## config.mk

```make
export PLATFORM = sky130hd
export DESIGN_NAME = multirotor_rate_control_mixer_top
export DESIGN_NICKNAME = d
export VERILOG_FILES = /design/src/rtl/mrcm_pkg.sv /design/src/rtl/multirotor_rate_control_mixer_top.sv /design/src/rtl/mrcm_mac.sv /design/src/rtl/mrcm_sqrt.sv
export SDC_FILE = /design/constraint.sdc
export NUM_CORES = 2
export LEC_CHECK = 0
export ABC_AREA = 1
export BUFFER_PORTS_ARGS = -buffer_cell sky130_fd_sc_hd__clkbuf_2
export CAP_MARGIN = 20
export CELL_PAD_IN_SITES_DETAIL_PLACEMENT = 0
export CELL_PAD_IN_SITES_GLOBAL_PLACEMENT = 2
export CORE_ASPECT_RATIO = 0.8
export CORE_MARGIN = 4
export CORE_UTILIZATION = 34
export CTS_CLUSTER_DIAMETER = 200
export CTS_CLUSTER_SIZE = 16
export DETAILED_ROUTE_END_ITERATION = 12
export PLACE_DENSITY_LB_ADDON = 0.1
export SLEW_MARGIN = 20
export SYNTH_ARGS = -nofsm -noshare
export SYNTH_HDL_FRONTEND = slang
export SYNTH_HIERARCHICAL = 1
export SYNTH_SLANG_ARGS = --single-unit
```

## constraint.sdc

```tcl
create_clock -name clock -period 7.9 [get_ports clock]
set_input_delay 1.58 -clock clock [delete_from_list [all_inputs] [get_ports clock]]
set_output_delay 1.58 -clock clock [all_outputs]
set_load 0.02 [all_outputs]
```

## src/rtl/mrcm_pkg.sv

```systemverilog
// Shared types and constants of the rate controller and rotor mixer.
package mrcm_pkg;

   // Field widths.
   localparam int RateW    = 16;
   localparam int GainW    = 16;
   localparam int ThrustW  = 16;
   localparam int SpeedW   = 16;
   localparam int ErrW     = RateW + 1;   // ref minus measured rate
   localparam int VecW     = 23;          // acceleration / thrust vector element, Q.12
   localparam int RoundBit = 2048;        // half an LSB after the 12-bit shift
   localparam int FracShift = 12;

   // Square root unit: the radicand is the mixer sum shifted down by 18 bits.
   localparam int SumShift = 18;
   localparam int RadW     = 32;
   localparam int RootW    = RadW / 2;
   localparam int RootStepsPerCycle = 2;
   localparam int RootCycles = RootW / RootStepsPerCycle;
   localparam int RemW     = RootW + 2;

   // Configuration port.
   localparam int CsrIdxW  = 2;
   localparam int CsrDataW = 16;
   localparam logic [CsrIdxW-1:0] RegGainRoll  = 2'd0;
   localparam logic [CsrIdxW-1:0] RegGainPitch = 2'd1;
   localparam logic [CsrIdxW-1:0] RegGainYaw   = 2'd2;

   localparam logic [GainW-1:0] GainRollReset  = 16'd10423;
   localparam logic [GainW-1:0] GainPitchReset = 16'd8533;
   localparam logic [GainW-1:0] GainYawReset   = 16'd1048;

   // Mixer table, 14 fraction bits, columns roll / pitch / yaw / thrust.
   localparam int OutFields  = 6;
   localparam int TableRows  = 6;
   localparam int TableIdxW  = 3;
   localparam int MixCols    = 4;
   localparam longint MixRom [TableRows][MixCols] = '{
      '{  64'sd49665718, -64'sd105066922, -64'sd1092423229, 64'sd271708126 },
      '{  64'sd99331436,            64'sd0,  64'sd1092423229, 64'sd271708126 },
      '{  64'sd49665718,  64'sd105066922, -64'sd1092423229, 64'sd271708126 },
      '{ -64'sd49665718,  64'sd105066922,  64'sd1092423229, 64'sd271708126 },
      '{ -64'sd99331436,            64'sd0, -64'sd1092423229, 64'sd271708126 },
      '{ -64'sd49665718, -64'sd105066922,  64'sd1092423229, 64'sd271708126 }
   };

   // Accumulator control from the sequencer to the multiply-accumulate unit.
   typedef struct packed {
      logic acc_en;
      logic acc_clr;
   } mac_ctrl_type;

endpackage

```

## src/rtl/multirotor_rate_control_mixer_top.sv

```systemverilog
// Rate controller and rotor mixer: sequencer, operand selection and result registers.
//
// One start beat is taken while busy is low; busy then stays high until the
// result strobe. A single multiplier forms the three gain products and then,
// row by row, the four mixer products of each rotor; an iterative root unit
// that yields two bits per cycle turns each row sum into a speed. Each rotor
// passes through its four products, the accumulate, the root start, the root
// steps and the write-back, so rsp_valid is high for one cycle once the last
// rotor speed is written, and busy falls in that same cycle. The strobe cannot
// be held off: the rotor speeds are valid only while rsp_valid is high. Gains
// may be written only while busy is low.
module multirotor_rate_control_mixer_top
   import mrcm_pkg::*;
#(
   parameter int ROTORS     = 6,
   parameter int COEF_WIDTH = 32
) (
   input  logic                clock,
   input  logic                reset,
   input  logic                start,
   output logic                busy,
   input  logic [RateW-1:0]    req_rate_x,
   input  logic [RateW-1:0]    req_rate_y,
   input  logic [RateW-1:0]    req_rate_z,
   input  logic [RateW-1:0]    req_ref_rate_x,
   input  logic [RateW-1:0]    req_ref_rate_y,
   input  logic [RateW-1:0]    req_ref_rate_z,
   input  logic [ThrustW-1:0]  req_thrust_ref,
   output logic                rsp_valid,
   output logic [SpeedW-1:0]   rsp_rotor_speed_0,
   output logic [SpeedW-1:0]   rsp_rotor_speed_1,
   output logic [SpeedW-1:0]   rsp_rotor_speed_2,
   output logic [SpeedW-1:0]   rsp_rotor_speed_3,
   output logic [SpeedW-1:0]   rsp_rotor_speed_4,
   output logic [SpeedW-1:0]   rsp_rotor_speed_5,
   input  logic                csr_write_en,
   input  logic [CsrIdxW-1:0]  csr_index,
   input  logic [CsrDataW-1:0] csr_wdata
);

   // Table entries never exceed 32 signed bits after saturation.
   localparam int CW  = (COEF_WIDTH < 32) ? COEF_WIDTH : 32;
   localparam int AW  = (CW > ErrW) ? CW : ErrW;
   localparam int PW  = AW + VecW;
   localparam int SW  = (PW + 2 > 52) ? PW + 2 : 52;
   localparam int RW  = $clog2(ROTORS);
   localparam int SPD = (ROTORS > OutFields) ? ROTORS : OutFields;
   localparam int SIW = $clog2(SPD);

   localparam logic [2:0] StIdle   = 3'd0;
   localparam logic [2:0] StGain   = 3'd1;
   localparam logic [2:0] StRow    = 3'd2;
   localparam logic [2:0] StAdd    = 3'd3;
   localparam logic [2:0] StRootGo = 3'd4;
   localparam logic [2:0] StRoot   = 3'd5;

   logic [2:0]       state_ff, state_in;
   logic [1:0]       cnt_ff,   cnt_in;
   logic [RW-1:0]    row_ff,   row_in;
   logic             valid_ff, valid_in;
   logic             tag_gain_ff, tag_gain_in;
   logic             tag_row_ff,  tag_row_in;
   logic             tag_first_ff, tag_first_in;
   logic [1:0]       tag_idx_ff,  tag_idx_in;
   logic             big_ff,   big_in;

   logic [GainW-1:0] gain_roll_ff, gain_pitch_ff, gain_yaw_ff;

   logic signed [ErrW-1:0]  nerr_ff [3];
   logic signed [VecW-1:0]  vec_ff  [MixCols];
   logic [SpeedW-1:0]       speed_ff [SPD];

   logic                    accept;
   logic signed [AW-1:0]    mul_a;
   logic signed [VecW-1:0]  mul_b;
   logic signed [CW-1:0]    coef;
   logic [GainW-1:0]        gain_sel;
   mac_ctrl_type            mac_ctrl;
   logic signed [PW-1:0]    prod;
   logic signed [SW-1:0]    acc;
   logic signed [PW-1:0]    rnd;
   logic                    sum_pos;
   logic [RadW-1:0]         radicand;
   logic                    root_start;
   logic                    root_done;
   logic [RootW-1:0]        root;

   // Mixer coefficient, saturated to the signed COEF_WIDTH range.
   function automatic logic signed [CW-1:0] coef_at(input logic [RW-1:0] row,
                                                    input logic [1:0] col);
      longint v;
      longint cmax;
      longint cmin;
      logic [TableIdxW-1:0] ridx;
      ridx = TableIdxW'(row);
      cmax = (longint'(1) <<< (COEF_WIDTH - 1)) - 1;
      cmin = -cmax - 1;
      v    = 0;
      if (int'(ridx) < TableRows) begin
         v = MixRom[ridx][col];
      end
      if (v > cmax) begin
         v = cmax;
      end
      if (v < cmin) begin
         v = cmin;
      end
      return CW'(v);
   endfunction

   assign accept = start && !busy;

   always_comb begin
      case (cnt_ff)
         2'd0:    gain_sel = gain_roll_ff;
         2'd1:    gain_sel = gain_pitch_ff;
         default: gain_sel = gain_yaw_ff;
      endcase
   end

   assign coef = coef_at(row_ff, cnt_ff);

   always_comb begin
      if (state_ff == StGain) begin
         mul_a = AW'(nerr_ff[cnt_ff]);
         mul_b = {{(VecW-GainW){1'b0}}, gain_sel};
      end else begin
         mul_a = AW'(coef);
         mul_b = vec_ff[cnt_ff];
      end
   end

   assign mac_ctrl.acc_en  = tag_row_ff;
   assign mac_ctrl.acc_clr = tag_first_ff;

   mrcm_mac #(
      .AW (AW),
      .BW (VecW),
      .SW (SW)
   ) u_mac (
      .clock (clock),
      .reset (reset),
      .op_a  (mul_a),
      .op_b  (mul_b),
      .ctrl  (mac_ctrl),
      .prod  (prod),
      .acc   (acc)
   );

   // Round half up, then drop the 12 fraction bits of the gain.
   assign rnd = prod + PW'(RoundBit);

   assign sum_pos  = !acc[SW-1] && (acc != '0);
   assign radicand = sum_pos ? acc[SumShift+RadW-1:SumShift] : '0;
   assign root_start = (state_ff == StRootGo);

   mrcm_sqrt u_sqrt (
      .clock    (clock),
      .reset    (reset),
      .start    (root_start),
      .radicand (radicand),
      .done     (root_done),
      .root     (root)
   );

   always_comb begin
      state_in     = state_ff;
      cnt_in       = cnt_ff;
      row_in       = row_ff;
      valid_in     = 1'b0;
      tag_gain_in  = 1'b0;
      tag_row_in   = 1'b0;
      tag_first_in = 1'b0;
      tag_idx_in   = cnt_ff;
      big_in       = big_ff;
      case (state_ff)
         StIdle: begin
            if (accept) begin
               state_in = StGain;
               cnt_in   = '0;
            end
         end
         StGain: begin
            tag_gain_in = 1'b1;
            if (cnt_ff == 2'd2) begin
               cnt_in   = '0;
               row_in   = '0;
               state_in = StRow;
            end else begin
               cnt_in = cnt_ff + 1'b1;
            end
         end
         StRow: begin
            tag_row_in   = 1'b1;
            tag_first_in = (cnt_ff == 2'd0);
            cnt_in       = cnt_ff + 1'b1;
            if (cnt_ff == 2'(MixCols - 1)) begin
               state_in = StAdd;
            end
         end
         StAdd: begin
            state_in = StRootGo;
         end
         StRootGo: begin
            // Radicands of 2^32 and above give roots that no longer fit the speed field.
            big_in   = sum_pos && (acc[SW-2:SumShift+RadW] != '0);
            state_in = StRoot;
         end
         StRoot: begin
            if (root_done) begin
               if (row_ff == RW'(ROTORS - 1)) begin
                  state_in = StIdle;
                  valid_in = 1'b1;
               end else begin
                  row_in   = row_ff + 1'b1;
                  cnt_in   = '0;
                  state_in = StRow;
               end
            end
         end
         default: begin
            state_in = StIdle;
         end
      endcase
   end

   always_ff @(posedge clock) begin
      if (reset) begin
         state_ff     <= StIdle;
         cnt_ff       <= '0;
         row_ff       <= '0;
         valid_ff     <= 1'b0;
         tag_gain_ff  <= 1'b0;
         tag_row_ff   <= 1'b0;
         tag_first_ff <= 1'b0;
         tag_idx_ff   <= '0;
         big_ff       <= 1'b0;
      end else begin
         state_ff     <= state_in;
         cnt_ff       <= cnt_in;
         row_ff       <= row_in;
         valid_ff     <= valid_in;
         tag_gain_ff  <= tag_gain_in;
         tag_row_ff   <= tag_row_in;
         tag_first_ff <= tag_first_in;
         tag_idx_ff   <= tag_idx_in;
         big_ff       <= big_in;
      end
   end

   always_ff @(posedge clock) begin
      if (reset) begin
         gain_roll_ff  <= GainRollReset;
         gain_pitch_ff <= GainPitchReset;
         gain_yaw_ff   <= GainYawReset;
      end else if (csr_write_en) begin
         case (csr_index)
            RegGainRoll:  gain_roll_ff  <= csr_wdata;
            RegGainPitch: gain_pitch_ff <= csr_wdata;
            RegGainYaw:   gain_yaw_ff   <= csr_wdata;
            default: ;
         endcase
      end
   end

   // Input capture (negated rate error per axis, thrust in Q.12) and gain product write-back.
   always_ff @(posedge clock) begin
      if (accept) begin
         nerr_ff[0] <= ErrW'($signed(req_ref_rate_x)) - ErrW'($signed(req_rate_x));
         nerr_ff[1] <= ErrW'($signed(req_ref_rate_y)) - ErrW'($signed(req_rate_y));
         nerr_ff[2] <= ErrW'($signed(req_ref_rate_z)) - ErrW'($signed(req_rate_z));
         vec_ff[3]  <= {{(VecW-ThrustW-4){1'b0}}, req_thrust_ref, 4'b0000};
      end
      if (tag_gain_ff) begin
         vec_ff[tag_idx_ff] <= rnd[VecW+FracShift-1:FracShift];
      end
   end

   // Speed registers: rows beyond ROTORS stay at zero from the start beat.
   always_ff @(posedge clock) begin
      for (int k = 0; k < SPD; k++) begin
         if (accept) begin
            speed_ff[k] <= '0;
         end
      end
      if (state_ff == StRoot && root_done) begin
         speed_ff[SIW'(row_ff)] <= big_ff ? {SpeedW{1'b1}} : root;
      end
   end

   assign busy      = (state_ff != StIdle);
   assign rsp_valid = valid_ff;
   assign rsp_rotor_speed_0 = speed_ff[0];
   assign rsp_rotor_speed_1 = speed_ff[1];
   assign rsp_rotor_speed_2 = speed_ff[2];
   assign rsp_rotor_speed_3 = speed_ff[3];
   assign rsp_rotor_speed_4 = speed_ff[4];
   assign rsp_rotor_speed_5 = speed_ff[5];

endmodule

```

## src/rtl/mrcm_mac.sv

```systemverilog
// Shared multiplier with a registered product and an accumulator behind it.
module mrcm_mac
   import mrcm_pkg::*;
#(
   parameter int AW = 32,
   parameter int BW = 23,
   parameter int SW = 57
) (
   input  logic                     clock,
   input  logic                     reset,
   input  logic signed [AW-1:0]     op_a,
   input  logic signed [BW-1:0]     op_b,
   input  mac_ctrl_type             ctrl,
   output logic signed [AW+BW-1:0]  prod,
   output logic signed [SW-1:0]     acc
);

   localparam int PW = AW + BW;

   logic signed [PW-1:0] prod_ff;
   logic signed [PW-1:0] prod_in;
   logic signed [SW-1:0] acc_ff;
   logic signed [SW-1:0] acc_in;

   assign prod_in = op_a * op_b;

   always_comb begin
      acc_in = acc_ff;
      if (ctrl.acc_en) begin
         acc_in = (ctrl.acc_clr ? {SW{1'b0}} : acc_ff)
                  + {{(SW-PW){prod_ff[PW-1]}}, prod_ff};
      end
   end

   always_ff @(posedge clock) begin
      prod_ff <= prod_in;
      if (reset) begin
         acc_ff <= '0;
      end else begin
         acc_ff <= acc_in;
      end
   end

   assign prod = prod_ff;
   assign acc  = acc_ff;

endmodule

```

## src/rtl/mrcm_sqrt.sv

```systemverilog
// Iterative integer square root, two result bits per cycle.
module mrcm_sqrt
   import mrcm_pkg::*;
(
   input  logic              clock,
   input  logic              reset,
   input  logic              start,
   input  logic [RadW-1:0]   radicand,
   output logic              done,
   output logic [RootW-1:0]  root
);

   localparam int CntW = $clog2(RootCycles);

   logic [RadW-1:0]  rad_ff,  rad_in;
   logic [RemW-1:0]  rem_ff,  rem_in;
   logic [RootW-1:0] root_ff, root_in;
   logic [CntW-1:0]  cnt_ff,  cnt_in;
   logic             run_ff,  run_in;
   logic             done_ff, done_in;

   logic [RemW+1:0]  rem_w;
   logic [RemW+1:0]  trial;
   logic [RootW-1:0] q;
   logic [RadW-1:0]  rad_w;

   // Restoring digit-by-digit root: bring down two radicand bits, try 4q+1.
   always_comb begin
      rem_w = {2'b00, rem_ff};
      q     = root_ff;
      rad_w = rad_ff;
      trial = '0;
      for (int j = 0; j < RootStepsPerCycle; j++) begin
         rem_w = {rem_w[RemW-1:0], rad_w[RadW-1 -: 2]};
         rad_w = {rad_w[RadW-3:0], 2'b00};
         trial = {2'b00, q, 2'b01};
         if (rem_w >= trial) begin
            rem_w = rem_w - trial;
            q     = {q[RootW-2:0], 1'b1};
         end else begin
            q     = {q[RootW-2:0], 1'b0};
         end
      end
   end

   always_comb begin
      rad_in  = rad_ff;
      rem_in  = rem_ff;
      root_in = root_ff;
      cnt_in  = cnt_ff;
      run_in  = run_ff;
      done_in = 1'b0;
      if (start) begin
         rad_in  = radicand;
         rem_in  = '0;
         root_in = '0;
         cnt_in  = '0;
         run_in  = 1'b1;
      end else if (run_ff) begin
         rad_in  = rad_w;
         rem_in  = rem_w[RemW-1:0];
         root_in = q;
         cnt_in  = cnt_ff + 1'b1;
         if (cnt_ff == CntW'(RootCycles - 1)) begin
            run_in  = 1'b0;
            done_in = 1'b1;
         end
      end
   end

   always_ff @(posedge clock) begin
      rad_ff  <= rad_in;
      rem_ff  <= rem_in;
      root_ff <= root_in;
      if (reset) begin
         cnt_ff  <= '0;
         run_ff  <= 1'b0;
         done_ff <= 1'b0;
      end else begin
         cnt_ff  <= cnt_in;
         run_ff  <= run_in;
         done_ff <= done_in;
      end
   end

   assign done = done_ff;
   assign root = root_ff;

endmodule
```

Word level (Yosys, flattened, before mapping) --
Memories as Yosys holds them, arrays and structs flattened. A register that Yosys moved wholly into a read port is not among the register bits. Index checks and enable logic that the tools add are counted.
Word-level totals: bits in registers 246, bits in writable memories 239, bits in read-only memories 2048, input port bits 134, memories kept 4
Memories:
- (no name shown) | depth 8, bits a word 256, rd ports 1, clocked after memory_dff 0, wr ports 0, line multirotor_rate_control_mixer_top.sv:100 | v = MixRom[ridx][col];
- speed_ff | depth 6, bits a word 16, rd ports 6, clocked after memory_dff 0, wr ports 6, line multirotor_rate_control_mixer_top.sv:71 | logic [SpeedW-1:0] speed_ff [SPD];
- vec_ff | depth 4, bits a word 23, rd ports 1, clocked after memory_dff 1, wr ports 2, line multirotor_rate_control_mixer_top.sv:70 | logic signed [VecW-1:0] vec_ff [MixCols];
- nerr_ff | depth 3, bits a word 17, rd ports 1, clocked after memory_dff 1, wr ports 3, line multirotor_rate_control_mixer_top.sv:69 | logic signed [ErrW-1:0] nerr_ff [3];
Operators by class: $add $sub $neg 10, $mul 1, order comparisons 7, equal/unequal tests 17, mux-type cells 55, bitwise gates (word level) 6, reductions and logical operators 26
Operators by type and width (number):
- 2-to-1 mux 256 bit | 2
- 2-to-1 mux 64 bit | 4
- 2-to-1 mux 32 bit | 5
- binary-select mux 64 bit (select 2 bit) | 1
- > comparator 64 x 32 -> 1 bit (second input constant) | 1
- less-than comparator 64 x 32 -> 1 bit (second input constant) | 1
- adder 57 bit | 1
- 2-to-1 mux 57 bit | 1
- nonzero test 57 bit | 1
- multiplier 32 x 23 -> 55 bit | 1
- subtractor 16 x 16 -> 17 bit | 3
- greater-or-equal comparator 20 x 18 -> 1 bit | 2
- 2-to-1 mux 18 bit | 2
- subtractor 18 bit | 2
- adder 35 x 13 -> 35 bit (second input constant) | 1
- 2-to-1 mux 16 bit | 2
- case mux 16 bit (2 select lines) | 1
- 2-to-1 mux 3 bit | 8
- 2-to-1 mux 23 bit | 1
- 2-to-1 mux 2 bit | 9
- case mux 3 bit (6 select lines) | 1
- 2-to-1 mux 1 bit | 16
- OR reduction 16 bit | 1
- == test 3 bit (second input constant) | 4
- 28 further kinds | 51

Logic depth before layout (Yosys ltp) --
depth after elaboration 14, depth in mapped cells 37, gate-level depth less buffers 36

Cells and area by module --
Netlist, hierarchy kept.
By module, submodules not included:
- mrcm_mac | times used 1, cells each 5255, area an instance 36968.0 µm²
- multirotor_rate_control_mixer_top | times used 1, cells each 1983, area an instance 16405.7 µm²
- mrcm_sqrt | times used 1, cells each 740, area an instance 5186.2 µm²

Least setup slack after synthesis --
OpenSTA, ideal clock, no wires.
path kind reg-to-reg, from reg cnt_ff[0] (netlist name), to reg u_mac.prod_ff[54] (netlist: u_mac/prod[54]), arrival time 7.926 ns, required time 7.787 ns, setup slack -0.139 ns, cell stages (with the launch flop) 30, path buffers 4, clock period less this slack 8.039 ns, cell sequence dfxtp_1 -> clkbuf_1 -> inv_1 -> ha_1 -> buf_2 -> nor2_1 -> buf_2 -> a21oi_1 -> o21ai_0 -> clkbuf_1 -> nand2_1 -> inv_1 -> fa_1 -> fa_1 -> fa_1 -> inv_1 -> fa_1 -> fa_1 -> fa_1 -> fa_1 -> inv_1 -> ha_1 -> nand2_1 -> nor3_1 -> inv_1 -> nor3_1 -> nand2_1 -> and2_1 -> nand3_1 -> nand2_1
RTL lines:
- end signal, assigned | line mrcm_mac.sv:36 | prod_ff <= prod_in;
- end, declared | line mrcm_mac.sv:20 | logic signed [PW-1:0] prod_ff;

==> results.py <==
metrics = {
    "yosys": {
        "synthMuxAreaShare": 0,
        "synth-xor-area-share": 0.0197,
        "yosysTopAreaCell": "fa_1",
        "ys_seq_area_frac": 0.213,
        "yosys.area_share.simple": 0.232,
        "synthTopCellsByArea": "fa_1, edfxtp_1, nand2_1",
        "syn_nets": 9168,
        "yosys_register_bits": 487,
        "synth-compound-area-share": 0.0630,
        "synth_area_per_cell_um2": 7.34,
        "yosys_most_used_dff": "edfxtp_1",
        "synth_warnings": 6,
        "syn_inst": 7978,
        "synthArstFlopShare": 0,
        "synth_area_um2": 58600,
        "synthAdderAreaFrac": 0.323,
        "synth.distinct_cells": 58,
        "synth_top_family_by_area": "adder cells",
        "synth-edff-count": 271,
        "synth_top_area_frac": 0.259,
    },
    "timing": {
        "slew_violations": 0,
        "period_minus_slack_ns": 7.63,
        "hold_viol": 0,
        "fin_skew_ns": 0.0479,
        "setup_violations": 0,
        "worst_slew_pin_slew_ns": 1.00,
        "max_freq_mhz": 131,
        "maxSlewHeadroom": 0.331,
        "grt_setup_unrepaired": "yes",
        "worst_hold_slack_ns": 0.474,
        "fin_crit_sh": 0.966,
    },
    "route": {
        "drcViolationCount": 0,
        "wirelength_um": 205000,
        "first_pass_iters": 6,
        "drtIter0Drc": 3503,
        "ant_nets": 0,
        "wl_per_cell_um": 19.2,
        "num_vias": 49700,
        "viasPerCell": 4.65,
    },
    "critical_path": {
        "cp_slowest_cell": "fa_1",
        "reg2reg_depth": 31,
        "crit_path_frequent_cell": "fa_1",
        "cp.depth": 31,
        "cp-end-kind": "register",
        "cp_data_required_time_ns": 8.42,
        "r2r_slack_ns": 0.27,
        "path_class": "register to register",
        "cp-start-kind": "register",
        "max_stage_delay_ns": 0.61,
        "cp.buffers_inverters": 11,
        "timing.rr.start": "cnt_ff[1]",
        "r2r_end": "u_mac/prod[40]",
        "cp_data_arrival_time_ns": 8.15,
        "cp_max_fo": 13,
        "crit_family": "adder cells",
    },
    "clock_network": {
        "cts_tree": "built",
        "hold_buffers": 0,
        "ctsHtreeMaxLevel": 2,
        "cts.clk_slew.worst_paths_ns": 0.10,
        "cts_buffer_depth": 3,
        "cts-buffers-inserted": 36,
        "cts_num_sinks": 487,
        "insertion_delay_ns": 0.64,
        "clock-root-buffer": "clkbuf_16",
    },
    "floorplan": {
        "fp.dieW_um": 472,
        "start_util": 0.344,
        "ios": 232,
        "die-area_um2": 179000,
        "core_area_um2": 170000,
        "rows": 135,
        "die_h_um": 379,
    },
    "place": {
        "portBuffers": 231,
        "gp_congestion": 0.885,
        "hpwl_um": 170000,
        "dpl_cell_area_um2": 65400,
    },
    "global_routing": {
        "grt.total_usage": 0.228,
        "grt_overflow": 0,
        "grt_pass1_vias": 50100,
        "grt_max_degree": 83,
        "antenna_found_initial": 5,
        "grt_pass1_wl_um": 312000,
    },
    "min_path": {
        "min_to": "u_sqrt/cnt_ff[2]",
        "hp-start": "u_sqrt/cnt_ff[2]",
        "hp-class": "register to register",
        "hold_depth": 2,
    },
    "cells_and_area": {
        "final_common_cell": "nand2_1",
        "final_cell_mix": "nand2_1, inv_1, fa_1, nor2_1, buf_4",
        "design_area_um2": 67400,
        "areaGrowthSynthToFinish_pct": 15.0,
        "nets": 9580,
        "drive_above_1_share": 0.118,
    },
    "outcome": {
        "outcome": "completed",
    },
    "job": {
        "maxCapViolCount": 0,
    },
}
## cell families (layout without fill, tap and decap cells)
kind of cell	count (synthesis)	in the layout
AND/OR/NAND/NOR	3332	3332
AO/OA/AOI/OAI	671	674
buffers and inverters	2300	2732
other	0	3
XOR/XNOR	132	132
flip-flops	487	487
adder cells (fa/ha/maj)	1056	1056
## synth_stat cells (11+ instances only)
cell type / number
nand3_2: 11
o21bai_1: 18
nand2_2: 28
nor3_2: 23
or2_2: 14
nor2_2: 23
buf_2: 22
dfxtp_1: 216
o21ai_0: 219
a22o_1: 16
fa_1: 758
clkbuf_1: 207
xnor2_1: 45
nand2_1: 2132
edfxtp_1: 271
nand3_1: 222
inv_2: 19
nor2_1: 738
buf_4: 17
inv_1: 2024
a21oi_1: 300
and2_1: 14
nand4_1: 44
nor3_1: 47
o22ai_1: 44
ha_1: 298
a21o_1: 11
o21ai_1: 21
xor2_1: 87
## sequential cells by signal, summed over array words and instances (netlist names), 3 cells and up, named ones only
name           flops
u_mac/prod        55
row_ff             3
u_sqrt/rem_ff     18
gain_roll_ff      16
gain_yaw_ff       16
gain_pitch_ff     16
u_sqrt/rad_ff     32
state_ff           3
nerr_ff           51
speed_ff          96
vec_ff            92
u_sqrt/cnt_ff      3
u_sqrt/root       16
u_mac/acc         57
## layer usage
layer / part of all wire / wire length (µm) / vias to the layer above / track usage
met5: 0.00011 / 23 / - / 0
met4: 0.020 / 4020 / 4 / 0.0467
met3: 0.055 / 11300 / 146 / 0.0301
met2: 0.41 / 84500 / 1105 / 0.337
met1: 0.51 / 105000 / 24100 / 0.354
li1: - / - / 24400 / -
## worst reg2reg max path, delay by kind of cell, from the launching register on
family          cells  cell delay, ns
flops               1            0.33
fa+ha+maj           9            4.25
compound gates      5            0.77
simple gates        5            0.59
xor+xnor            1            0.28
buf+inv            11            1.33
## worst max-delay path by stage
stage	to	from
after floorplan	u_mac/prod[54]	cnt_ff[0]
after global placement	u_mac/prod[52]	cnt_ff[1]
after detailed placement	u_mac/prod[52]	cnt_ff[0]
after CTS	u_mac/prod[52]	cnt_ff[0]
after global routing	u_mac/prod[40]	cnt_ff[1]
final	u_mac/prod[40]	cnt_ff[1]
## final cells by class
type	instances	area, µm²
Clock buffer	57	980
Sequential cell	487	12500
Fill cell	18100	103000
Multi-Input combinational cell	5194	38400
Timing Repair Buffer	625	4960
Antenna cell	3	7.51
Clock inverter	4	56.3
Tap cell	2260	2830
Inverter	2046	7680
## stage by stage
| stage | setup WS (ns) | setup TNS [ns] | std cells | utilization |
|---|---|---|---|---|
| after global routing | -0.0227 | -0.0713 | 10700 | 0.396 |
| after CTS | -0.0616 | -0.0616 | 10700 | 0.391 |
| final | 0.271 | 0 | 10700 | 0.396 |
| after global placement | -0.202 | -0.580 | 10600 | 0.384 |
| after detailed placement | -0.217 | -0.485 | 10600 | 0.384 |
| after floorplan | 0.0155 | 0 | 7978 | - |
## timing repair
item,CTS,global route
resized for setup,13,149
endpoints found under the setup margin,10,35
pin swaps,3,21
cloned,1,4
setup buffers,7,11
Power is left out: the tool's default activity adds up to more than one toggle a clock period on the data nets, which glitch-free logic cannot reach.
